<file path="src/rtl/bfo_pkg.sv">
`timescale 1ns / 1ps
// Shared types and constants for the bounded FIFO with overflow policy.
// No dependencies.
package bfo_pkg;

  localparam int OP_W        = 3;
  localparam int WORD_W      = 32;
  localparam int CNT_FIELD_W = 11;
  localparam int REG_ADDR_W  = 3;
  localparam int REG_DATA_W  = 32;

  localparam logic [CNT_FIELD_W-1:0] MAX_ENTRIES_RESET = 11'd1024;

  typedef enum logic [OP_W-1:0] {
    OP_PUSH     = 3'd0,
    OP_POP      = 3'd1,
    OP_CLEAR    = 3'd2,
    OP_DROP     = 3'd3,
    OP_SHUTDOWN = 3'd4
  } op_t;

  typedef enum logic {
    REG_MAX_ENTRIES = 1'b0,
    REG_DROP_POLICY = 1'b1
  } reg_idx_t;

  typedef enum logic [1:0] {
    ST_IDLE = 2'd0,
    ST_EXEC = 2'd1,
    ST_READ = 2'd2
  } state_t;

  typedef struct packed {
    logic latch;
    logic exec;
    logic load;
  } cmd_t;

endpackage

</file>
<file path="src/rtl/bfo_regs.sv">
`timescale 1ns / 1ps
// Configuration registers behind the APB-style port.
// Depends on bfo_pkg.
module bfo_regs
  import bfo_pkg::*;
(
  input  logic                   clk,
  input  logic                   rst,
  input  logic                   psel,
  input  logic                   penable,
  input  logic                   pwrite,
  input  logic [REG_ADDR_W-1:0]  paddr,
  input  logic [REG_DATA_W-1:0]  pwdata,
  output logic [REG_DATA_W-1:0]  prdata,
  output logic                   pready,
  output logic [CNT_FIELD_W-1:0] max_entries,
  output logic                   drop_policy
);

  logic     wr;
  reg_idx_t idx;

  assign pready = 1'b1;
  assign idx    = reg_idx_t'(paddr[2]);
  assign wr     = psel && penable && pwrite && pready;

  always_ff @(posedge clk) begin
    if (rst) begin
      max_entries <= MAX_ENTRIES_RESET;
      drop_policy <= 1'b0;
    end else if (wr) begin
      case (idx)
        REG_MAX_ENTRIES: max_entries <= pwdata[CNT_FIELD_W-1:0];
        REG_DROP_POLICY: drop_policy <= pwdata[0];
        default: ;
      endcase
    end
  end

  always_comb begin
    case (idx)
      REG_MAX_ENTRIES: prdata = REG_DATA_W'(max_entries);
      REG_DROP_POLICY: prdata = REG_DATA_W'(drop_policy);
      default:         prdata = '0;
    endcase
  end

endmodule

</file>
<file path="config.mk">
export PLATFORM = sky130hd
export DESIGN_NAME = bfo_regs
export DESIGN_NICKNAME = d
export VERILOG_FILES = /design/src/rtl/bfo_pkg.sv /design/src/rtl/bfo_regs.sv
export SDC_FILE = /design/constraint.sdc
export NUM_CORES = 1
export LEC_CHECK = 0
export BUFFER_PORTS_ARGS = -buffer_cell sky130_fd_sc_hd__buf_4
export CAP_MARGIN = 10
export CORE_MARGIN = 1
export CORE_UTILIZATION = 34
export DETAILED_ROUTE_END_ITERATION = 8
export GPL_TIMING_DRIVEN = 0
export MAX_ROUTING_LAYER = met4
export PLACE_DENSITY = 0.83
export SYNTH_ARGS = -nofsm -noshare
export SYNTH_HDL_FRONTEND = slang
export SYNTH_SLANG_ARGS = --single-unit
export TNS_END_PERCENT = 30
</file>
<file path="constraint.sdc">
create_clock -name clk -period 1.05 [get_ports clk]
set_input_delay 0.315 -clock clk [delete_from_list [all_inputs] [get_ports clk]]
set_output_delay 0.315 -clock clk [all_outputs]
set_load 0.02 [all_outputs]
</file>
==> impl_metrics.py <==
metrics = {
    "layout": {
        "seqCellArea_sq_um": 255.2,
        "areaGrowthSynthToFinish_pct": 67.71,
        "multi_input_area_sq_um": 454.2,
        "n_fill_cell": 208,
        "stdcell_area_sq_um": 1339,
        "drive_gt1_share_pct": 56.86,
        "fin_nets": 194,
        "diodes": 0,
    },
    "global_routing": {
        "grt_overflow": 0,
        "grt_use_total_pct": 15.84,
        "antenna_found_initial": 0,
        "grt_pass1_wl_um": 2911,
        "grt_max_degree": 11,
        "grt_pass1_vias": 669,
    },
    "synthesis": {
        "yosysTopAreaCell": "dfxtp_1",
        "yosys_warnings": 0,
        "syn_area_per_cell_sq_um": 9.071,
        "syn-cell-area_sq_um": 798.3,
        "synth_seq_cells": 12,
        "yosysTopAreaCellShare_pct": 30.09,
        "synth_fa_ha_area_share_pct": 0,
        "yosys.area_share.simple_pct": 27.74,
        "synth_cell_type_count": 13,
        "muxShareOfSynthArea_pct": 16.46,
        "synth.area.top_cells": "dfxtp_1 30%, buf_4 21%, nand2b_1 16%, mux2i_1 15%, nor2b_1 7.8%",
        "synth_edf_count": 0,
        "synthTopCellsByCount": "22 x buf_4, 21 x nand2b_1, 12 x dfxtp_1, 12 x mux2i_1, 10 x nor2b_1",
        "ys_async_sr_fraction_pct": 0,
        "synth_top_family_by_area": "simple AND/OR/NAND/NOR gates",
        "syn_inst": 88,
        "ys.flop_type": "dfxtp_1",
        "synth-xor-area-share_pct": 0,
        "synth-seq-area-share_pct": 30.09,
        "synth_most_common_cell": "buf_4",
        "synth_compound_area_share_pct": 0,
    },
    "floorplan": {
        "core-area_sq_um": 2212,
        "die_x_um": 50.46,
        "rows": 17,
        "fp.dieArea_sq_um": 2546,
        "die_y_um": 50.46,
        "pin_count": 85,
        "start_util_pct": 36.09,
    },
    "placed_design": {
        "gp_congestion": 0.6181,
        "place_hpwl_um": 1328,
        "placed_area_sq_um": 1209,
        "io_buffer_count": 39,
    },
    "pwr": {
        "p_leak_uw": 0.0006706,
        "power_density_nw_per_um2": 866.2,
        "ir_drop_uv": 847.0,
    },
    "worst_setup_path": {
        "cp_max_fo": 2,
        "worstSetupStartpointType": "register",
        "critPathCaptureType": "output pin",
        "worstPathArrival_ps": 980,
        "criticalPathCategory": "reg -> out",
        "cp.required_ps": 730,
    },
    "timing": {
        "worst_slack_ps": -243.8,
        "period_needed_ps": 1294,
        "finalHoldViolCount": 0,
        "tns_ps": -2380,
        "max_freq_ghz": 0.7729,
        "rsz0062_at_grt": "yes",
        "finalCritPeriodShare_pct": 123.2,
        "fin_hold_ws_ps": 296.9,
        "setup_viol": 19,
        "skew_ps": 0,
        "final_max_slew_viol_count": 0,
    },
    "routing": {
        "route.detailed.drc": 0,
        "first_iter_violations": 8,
        "route.antenna.remaining_nets": 0,
        "wl_per_cell_um": 9.856,
        "vias": 722,
        "drtPass1Iterations": 4,
        "viasPerCell": 3.989,
        "drt-total-wl_um": 1784,
    },
    "status": {
        "status": "finished, violations left",
        "violations": "setup timing",
    },
    "clock_tree": {
        "clock_path_buffers": 2,
        "clk_latency_ps": 260,
        "numCtsBuffers": 3,
        "h-tree-depth": 1,
        "hold_buffers": 0,
        "cts.sinks": 12,
        "path_clk_slew_ps": 80,
        "ctsRootBufferMaster": "clkbuf_4",
        "cts_tree": "yes",
    },
    "hold_path": {
        "hp-class": "in -> reg",
    },
    "run": {
        "cap_violations": 0,
    },
}
[per-layer routing]
metal  track usage [%]  up-vias  part of all wire (%)
met4                 0        0                     0
met3             5.758        0                   6.2
met5                 -        -                     0
met1             15.63      323                    40
li1                  -      365                     -
met2             31.11       34                    54
[sequential cells by signal (all words and copies together), names as in the netlist]
name,flops
drop_policy,1
max_entries,11
[area by class of cell]
cell class,instances,area share [%]
Sequential cell,12,19.07
Tap cell,28,2.617
Buffer,26,14.77
Clock buffer,4,2.710
Multi-Input combinational cell,70,33.93
Timing Repair Buffer,41,26.92
[critical path: stages (launching register included)]
cell,delay (ps)
dfxtp_2,330
mux2_4,260
buf_6,130
[cells in the final DEF, fill, tap and decap left out]
cell,n
and4b_4,1
buf_12,1
buf_2,1
buf_4,49
buf_6,14
clkbuf_1,2
clkbuf_4,3
clkbuf_8,1
conb_1,22
dfxtp_2,12
mux2_4,1
mux2i_1,12
nand2b_1,21
nand4_1,1
nor2_1,2
nor2b_1,6
nor2b_2,3
nor2b_4,1
[power by group]
part	switching, uW	internal (uW)	leakage [uW]
Combinational	158	164	0.000548
Clock	152	211	0.0000210
Sequential	8.45	467	0.000102
Total	319	841	0.000671
[logic make-up after synthesis]
group | after synthesis
AND/OR/NAND/NOR | 35
multiplexers | 13
other | 2
flip-flops | 12
buffers and inverters | 26
[final timing paths]
| path | from | to | slack [ps] | depth (start not counted) |
|---|---|---|---|---|
| min | pwdata[7] | max_entries[7] | 300 | 3 |
| min reg2reg | max_entries[1] | max_entries[1] | 490 | 2 |
| max reg2reg | max_entries[0] | max_entries[0] | 370 | 3 |
| max | drop_policy | prdata[0] | -240 | 2 |
[repair_timing]
action,in CTS,in global routing
buffers inserted,2,0
gates resized for setup,28,0
pin swaps,0,0
setup endpoints to repair,23,23
[metrics by stage]
step / cells / worst slack [ps] / util [%] / power (uW)
3_5_place_dp: 175 / -202.0 / 54.64 / 788.9
2_1_floorplan: 108 / -71.09 / - / 697.8
3_3_place_gp: 175 / -190.4 / 54.64 / 784.6
4_1_cts: 181 / -261.3 / 60.52 / 1179
5_1_grt: 181 / -282.0 / 60.52 / 1233
6_report: 181 / -243.8 / 60.52 / 1160
Note: power is estimated with default switching activity, not from simulation.
