### src/rtl/bfo_pkg.sv
`timescale 1ns / 1ps
// Shared types and constants for the bounded FIFO with overflow policy.
// No dependencies.
package bfo_pkg;

  localparam int OP_W        = 3;
  localparam int WORD_W      = 32;
  localparam int CNT_FIELD_W = 11;
  localparam int REG_ADDR_W  = 3;
  localparam int REG_DATA_W  = 32;

  localparam logic [CNT_FIELD_W-1:0] MAX_ENTRIES_RESET = 11'd1024;

  typedef enum logic [OP_W-1:0] {
    OP_PUSH     = 3'd0,
    OP_POP      = 3'd1,
    OP_CLEAR    = 3'd2,
    OP_DROP     = 3'd3,
    OP_SHUTDOWN = 3'd4
  } op_t;

  typedef enum logic {
    REG_MAX_ENTRIES = 1'b0,
    REG_DROP_POLICY = 1'b1
  } reg_idx_t;

  typedef enum logic [1:0] {
    ST_IDLE = 2'd0,
    ST_EXEC = 2'd1,
    ST_READ = 2'd2
  } state_t;

  typedef struct packed {
    logic latch;
    logic exec;
    logic load;
  } cmd_t;

endpackage

### src/rtl/bfo_ctrl.sv
`timescale 1ns / 1ps
// Sequencer: accept a beat, update the queue, load the result register.
// Depends on bfo_pkg.
module bfo_ctrl
  import bfo_pkg::*;
(
  input  logic clk,
  input  logic rst,
  input  logic in_valid,
  output logic in_ready,
  output logic out_valid,
  input  logic out_ready,
  output cmd_t cmd
);

  state_t state, state_next;
  logic   out_valid_next;

  always_ff @(posedge clk) begin
    if (rst) begin
      state     <= ST_IDLE;
      out_valid <= 1'b0;
    end else begin
      state     <= state_next;
      out_valid <= out_valid_next;
    end
  end

  always_comb begin
    state_next = state;
    in_ready   = 1'b0;
    cmd        = '0;
    case (state)
      ST_IDLE: begin
        in_ready  = 1'b1;
        cmd.latch = in_valid;
        if (in_valid) state_next = ST_EXEC;
      end
      ST_EXEC: begin
        cmd.exec   = 1'b1;
        state_next = ST_READ;
      end
      ST_READ: begin
        if (!out_valid || out_ready) begin
          cmd.load   = 1'b1;
          state_next = ST_IDLE;
        end
      end
      default: state_next = ST_IDLE;
    endcase
    if (cmd.load) out_valid_next = 1'b1;
    else if (out_ready) out_valid_next = 1'b0;
    else out_valid_next = out_valid;
  end

endmodule

### config.mk
export PLATFORM = sky130hd
export DESIGN_NAME = bfo_ctrl
export DESIGN_NICKNAME = d
export VERILOG_FILES = /design/src/rtl/bfo_pkg.sv /design/src/rtl/bfo_ctrl.sv
export SDC_FILE = /design/constraint.sdc
export NUM_CORES = 1
export LEC_CHECK = 0
export BUFFER_PORTS_ARGS = -buffer_cell sky130_fd_sc_hd__buf_2
export CAP_MARGIN = 10
export CORE_AREA = 3 3 40 42
export CTS_BUF_LIST = sky130_fd_sc_hd__clkbuf_2
export DETAILED_ROUTE_END_ITERATION = 6
export DIE_AREA = 0 0 43 45
export PLACE_DENSITY = 0.36
export SLEW_MARGIN = 0
export SYNTH_ARGS = -nofsm -noshare
export SYNTH_HDL_FRONTEND = slang
export SYNTH_SLANG_ARGS = --single-unit
### constraint.sdc
create_clock -name clk -period 2.7 [get_ports clk]
set_clock_uncertainty 0.15 [all_clocks]
set_input_delay 0.54 -clock clk [delete_from_list [all_inputs] [get_ports clk]]
set_output_delay 0.54 -clock clk [all_outputs]
set_load 0.01 [all_outputs]
==> impl_metrics.json, run 1 <==
{
  "die_h_um": 45,
  "htree_levels": 1,
  "grt_overflow": 0,
  "path_clk_slew_ns": 0.04,
  "ys_warn_count": 0,
  "cpMostUsedCell": "buf_2",
  "crit_family": "simple AND/OR/NAND/NOR gates",
  "diodes": 0,
  "report.final.setup_viol": 0,
  "fin_total_pwr_uw": 128,
  "critPathBufInv": 2,
  "slew_headroom_pct": 88.5,
  "drt_pass1_iterations": 2,
  "io_buffer_count": 8,
  "ys_seq_area_share_pct": 41.0,
  "clock_latency_ns": 0.20,
  "ant_nets": 0,
  "hold_viol": 0,
  "avgSynthCellArea_um2": 10.5,
  "hold_path.startpoint": "out_valid$_SDFFE_PP0P_",
  "peakVddDrop_mv": 0.186,
  "worstSetupPathType": "in -> out",
  "drc": 0,
  "drive_gt1_share_pct": 56.0,
  "avgRoutedWirePerCell_um": 8.90,
  "drtIter0Drc": 2,
  "crit_chain": "buf_2, nand2b_1, nor2b_1, buf_2",
  "die_w_um": 43,
  "cp_slowest_stage_delay_ns": 0.14,
  "critPathLaunchType": "input port",
  "vias": 128,
  "placementRows": 13,
  "antenna_found_initial": 0,
  "grt_usage_pct": 4.99,
  "fmax_mhz": 577,
  "via_per_inst": 3.20,
  "status": "complete, no violations",
  "fin_crit_ns": 1.73,
  "leakage_nw": 0.113,
  "synth_area_um2": 146,
  "ctsHoldBuffers": 0,
  "tightest_slew_ns": 0.172,
  "root_buffer": "clkbuf_2",
  "cts_tree": "built",
  "startpoint": "out_ready",
  "drt-total-wl_um": 356,
  "path_max_fanout": 2,
  "hp-class": "reg -> reg",
  "end_kind": "primary output",
  "start_util_pct": 11.4,
  "power_density_nw_per_um2": 589,
  "cts_setup_buffers": 0,
  "cts_buffers": 3,
  "final_nets": 30,
  "clock_sink_count": 3,
  "grt_pass1_vias": 132,
  "core_um2": 1280,
  "clock_path_buffers": 2,
  "io_pins": 9,
  "final_util_pct": 16.9,
  "drv_cap": 0,
  "r2r_setup_slack_ns": 1.66,
  "dieArea_um2": 1940,
  "area_growth_pct": 48.7,
  "required_ns": 2.01,
  "fin_tns_setup_ns": 0,
  "cp.arrival_ns": 1.04,
  "maxSlewViolCount": 0,
  "r2r-start": "state[1]$_SDFFE_PP0P_",
  "fin_crit_sh_pct": 64.2,
  "grt_setup_unrepaired": "false",
  "cts_resized": 0,
  "cpMaxStageDelayCell": "nand2b_1",
  "grt_max_degree": 6,
  "gp_congestion": 0.636,
  "ys_ff_latch": 3,
  "synth_cells": 14,
  "synth_nets": 18,
  "grt_pass1_wl_um": 579,
  "synth_cell_types": 10
}
==> layout make-up <==
type / count / area (um2)
Timing Repair Buffer: 8 / 40.0
Sequential cell: 3 / 60.1
Fill cell: 150 / 1070
Clock buffer: 4 / 20.0
Tap cell: 15 / 18.8
Multi-Input combinational cell: 10 / 78.8
==> per-stage QoR <==
step           worst slack [ns]  instances  hold WS (ns)  instance area [um2]
2_1_floorplan              1.09         14         0.356                  146
6_report                  0.967         40         0.345                  218
5_1_grt                   0.929         40         0.367                  218
3_5_place_dp              0.962         36         0.349                  198
3_3_place_gp              0.972         36         0.334                  198
4_1_cts                   0.959         40         0.353                  218
==> logic make-up after synthesis <==
logic type | count (synthesis) | synth area share [%]
compound gates | 2 | 10.3
buf+inv | 1 | 5.13
flops | 3 | 41.0
simple gates | 8 | 43.6
==> Yosys cell counts <==
library cell	count	area share, %
nor2_1	1	2.6
a21oi_1	1	3.4
buf_4	1	5.1
nor2b_1	2	8.5
and4bb_1	1	8.5
nor3b_2	1	8.5
nand2b_1	2	8.5
and2b_4	1	6.8
o21ba_1	1	6.8
dfxtp_1	3	41
==> worst register-to-register path: cells and delay by family, from the launching register on <==
family,cells,cell delay (ns)
flip-flops,1,0.40
AND/OR/NAND/NOR,1,0.22
AO/OA/AOI/OAI,1,0.17
==> routing by layer <==
layer  up-vias  global-route usage, %  routed length (um)
met4         0                   7.23                   0
met5         -                      0                   0
met1        50                   4.81                 184
met2         8                   4.49                 115
li1         70                      -                   -
met3         0                   5.18                  56
==> report_power, final <==
group	internal, mW	leakage, nW	switching, mW
sequential	0.0466	0.0246	0.00230
clock	0.0391	0.0166	0.0234
combinational	0.00964	0.0723	0.00715
==> flip-flops by register name, summed over array words and instances, names as in the netlist <==
name	count
out_valid	1
state	2
==> worst paths after layout <==
kind,endpoint,cells after the start
max,cmd[0],4
min reg2reg,out_valid$_SDFFE_PP0P_,2
min,out_valid$_SDFFE_PP0P_,2
max reg2reg,state[1]$_SDFFE_PP0P_,2
==> cell usage in the layout (no fill, tap or decap) <==
cell type / netlist / layout
nor3b_2: 1 / 1
clkbuf_2: 0 / 4
and4bb_1: 1 / 1
and2b_4: 1 / 1
a21oi_1: 1 / 1
buf_2: 0 / 8
dfxtp_1: 3 / 3
nor2_1: 1 / 1
nand2b_1: 2 / 2
o21ba_1: 1 / 1
nor2b_1: 2 / 2
No activity file was read; power rests on OpenSTA's default activity.
==> run 2: changes to the inputs <==
==> constraint.sdc (replaced) <==
create_clock -name clk -period 1.6 [get_ports clk]
set_clock_uncertainty 0.15 [all_clocks]
set_input_delay 0.32 -clock clk [delete_from_list [all_inputs] [get_ports clk]]
set_output_delay 0.32 -clock clk [all_outputs]
set_load 0.01 [all_outputs]
==> run 2 against run 1 <==
Via count rose by 5.5%; cell count unchanged; critical path type is now reg -> out; global-route usage grew 0.25 points; utilization stayed put; highest routed layer unchanged; worst hold slack got worse by 0.19 ns; final area unchanged.
==> impl_metrics.json, run 2 (same netlist as run 1, synthesis figures left out) <==
{
  "status": "complete, no violations",
  "root_buffer": "clkbuf_2",
  "switching_power_uw": 56.8,
  "placementRows": 13,
  "largest_reg_flops": 2,
  "hold_viol": 0,
  "final_nets": 30,
  "vias": 135,
  "top_layer": "met3",
  "area_growth_pct": 48.7,
  "leakage_nw": 0.113,
  "grt_usage_pct": 5.24,
  "wl_met3_um": 50,
  "cp.arrival_ns": 0.96,
  "required_ns": 1.13,
  "report.final.setup_viol": 0,
  "dieArea_um2": 1940,
  "dp_cells": 36,
  "internal_power_uw": 161,
  "combPwrFrac_pct": 12.9,
  "cts_resized": 0,
  "design_area_um2": 218,
  "diodes": 0,
  "power_frac_clock_pct": 49.2,
  "final_cell_mix": "buf_2 (8), clkbuf_2 (4), dfxtp_1 (3)",
  "p_sw_share_pct": 26.1,
  "met2_length_um": 127,
  "drc": 0,
  "nFillCells": 146,
  "peakVddDrop_mv": 0.359,
  "drt-total-wl_um": 356,
  "setup_ws_ns": 0.170,
  "io_pins": 9,
  "clock_latency_ns": 0.20,
  "grt_max_degree": 6,
  "largest-register": "state",
  "ctsHoldBuffers": 0,
  "clock_sink_count": 3,
  "final_cells": 40,
  "dp_hpwl_um": 262,
  "grt_overflow": 0,
  "io_buffer_count": 8,
  "clock_path_buffers": 2,
  "tightest_slew_ns": 0.178,
  "path_max_fanout": 5,
  "avgRoutedWirePerCell_um": 8.90,
  "mostFrequentLayoutCell": "buf_2",
  "fin_tns_setup_ns": 0,
  "drt_pass1_iterations": 1,
  "die_w_um": 43,
  "htree_levels": 1,
  "slew_headroom_pct": 88.1,
  "drv_cap": 0,
  "via_per_inst": 3.38,
  "pre_cts_slack_ns": 0.304,
  "ant_nets": 0,
  "hp-class": "in -> reg",
  "die_h_um": 45,
  "grt_pass1_vias": 151,
  "seqPwrFrac_pct": 37.9,
  "reg.largest.list": "state x2, out_valid x1",
  "hold_ws_ns": 0.152,
  "antenna_found_initial": 0,
  "grt_setup_unrepaired": "false",
  "critPathLaunchType": "flop",
  "grt_pass1_wl_um": 662,
  "cts_tree": "built",
  "cts_buffers": 3,
  "cts_setup_buffers": 0,
  "worstSetupPathType": "reg -> out",
  "start_util_pct": 11.4,
  "path_clk_slew_ns": 0.04,
  "gp_congestion": 0.636,
  "fin_crit_sh_pct": 89.4,
  "end_kind": "primary output",
  "fin_crit_ns": 1.43,
  "core_um2": 1280,
  "maxSlewViolCount": 0,
  "drtIter0Drc": 0,
  "wl_met1_um": 178,
  "placedInstanceArea_um2": 198,
  "power_density_nw_per_um2": 1000,
  "fmax_mhz": 699,
  "drive_gt1_share_pct": 56.0
}
-- run 2: cell counts in the layout (fill, tap and decap cells not counted) --
No cell type changed its count.
-- run 2: layout make-up --
cell class              count  area (um2)  area share (%)
clock buffers               4        20.0            9.20
multi-input cells          10        78.8            36.2
flip-flops and latches      3        60.1            27.6
well taps                  15        18.8            8.62
repair buffers              8        40.0            18.4
-- run 2: layer usage --
metal | track usage (%) | vias up
li1 | - | 70
met5 | 0 | -
met4 | 7.23 | 0
met1 | 5.05 | 57
met3 | 4.38 | 0
met2 | 5.69 | 8
-- run 2: final timing paths --
kind / from / end / slack (ns) / cells after the start
max: state[0]$_SDFFE_PP0P_ / cmd[0] / 0.17 / 3
min: rst / out_valid$_SDFFE_PP0P_ / 0.15 / 2
min reg2reg: out_valid$_SDFFE_PP0P_ / out_valid$_SDFFE_PP0P_ / 0.35 / 2
max reg2reg: state[1]$_SDFFE_PP0P_ / state[1]$_SDFFE_PP0P_ / 0.56 / 2
-- run 2: worst max-delay path, cell delays in order, from the launching register on --
cell,delay (ns)
dfxtp_1,0.34
nand2b_1,0.18
nor2b_1,0.11
buf_2,0.13
-- run 2: stage by stage --
stage / total power [mW] / util (%)
4_1_cts: 0.229 / 16.9
6_report: 0.218 / 16.9
3_3_place_gp: 0.112 / 15.4
2_1_floorplan: 0.100 / -
3_5_place_dp: 0.112 / 15.4
5_1_grt: 0.243 / 16.9
-- run 2: power by group through the flow --
stage                     Sequential, mW  Clock (mW)  Combinational (mW)
after floorplan                   0.0833           0              0.0170
after global placement            0.0838           0              0.0284
after detailed placement          0.0839           0              0.0285
after CTS                         0.0825       0.117              0.0288
after global routing              0.0829       0.128              0.0314
final                             0.0825       0.107              0.0281
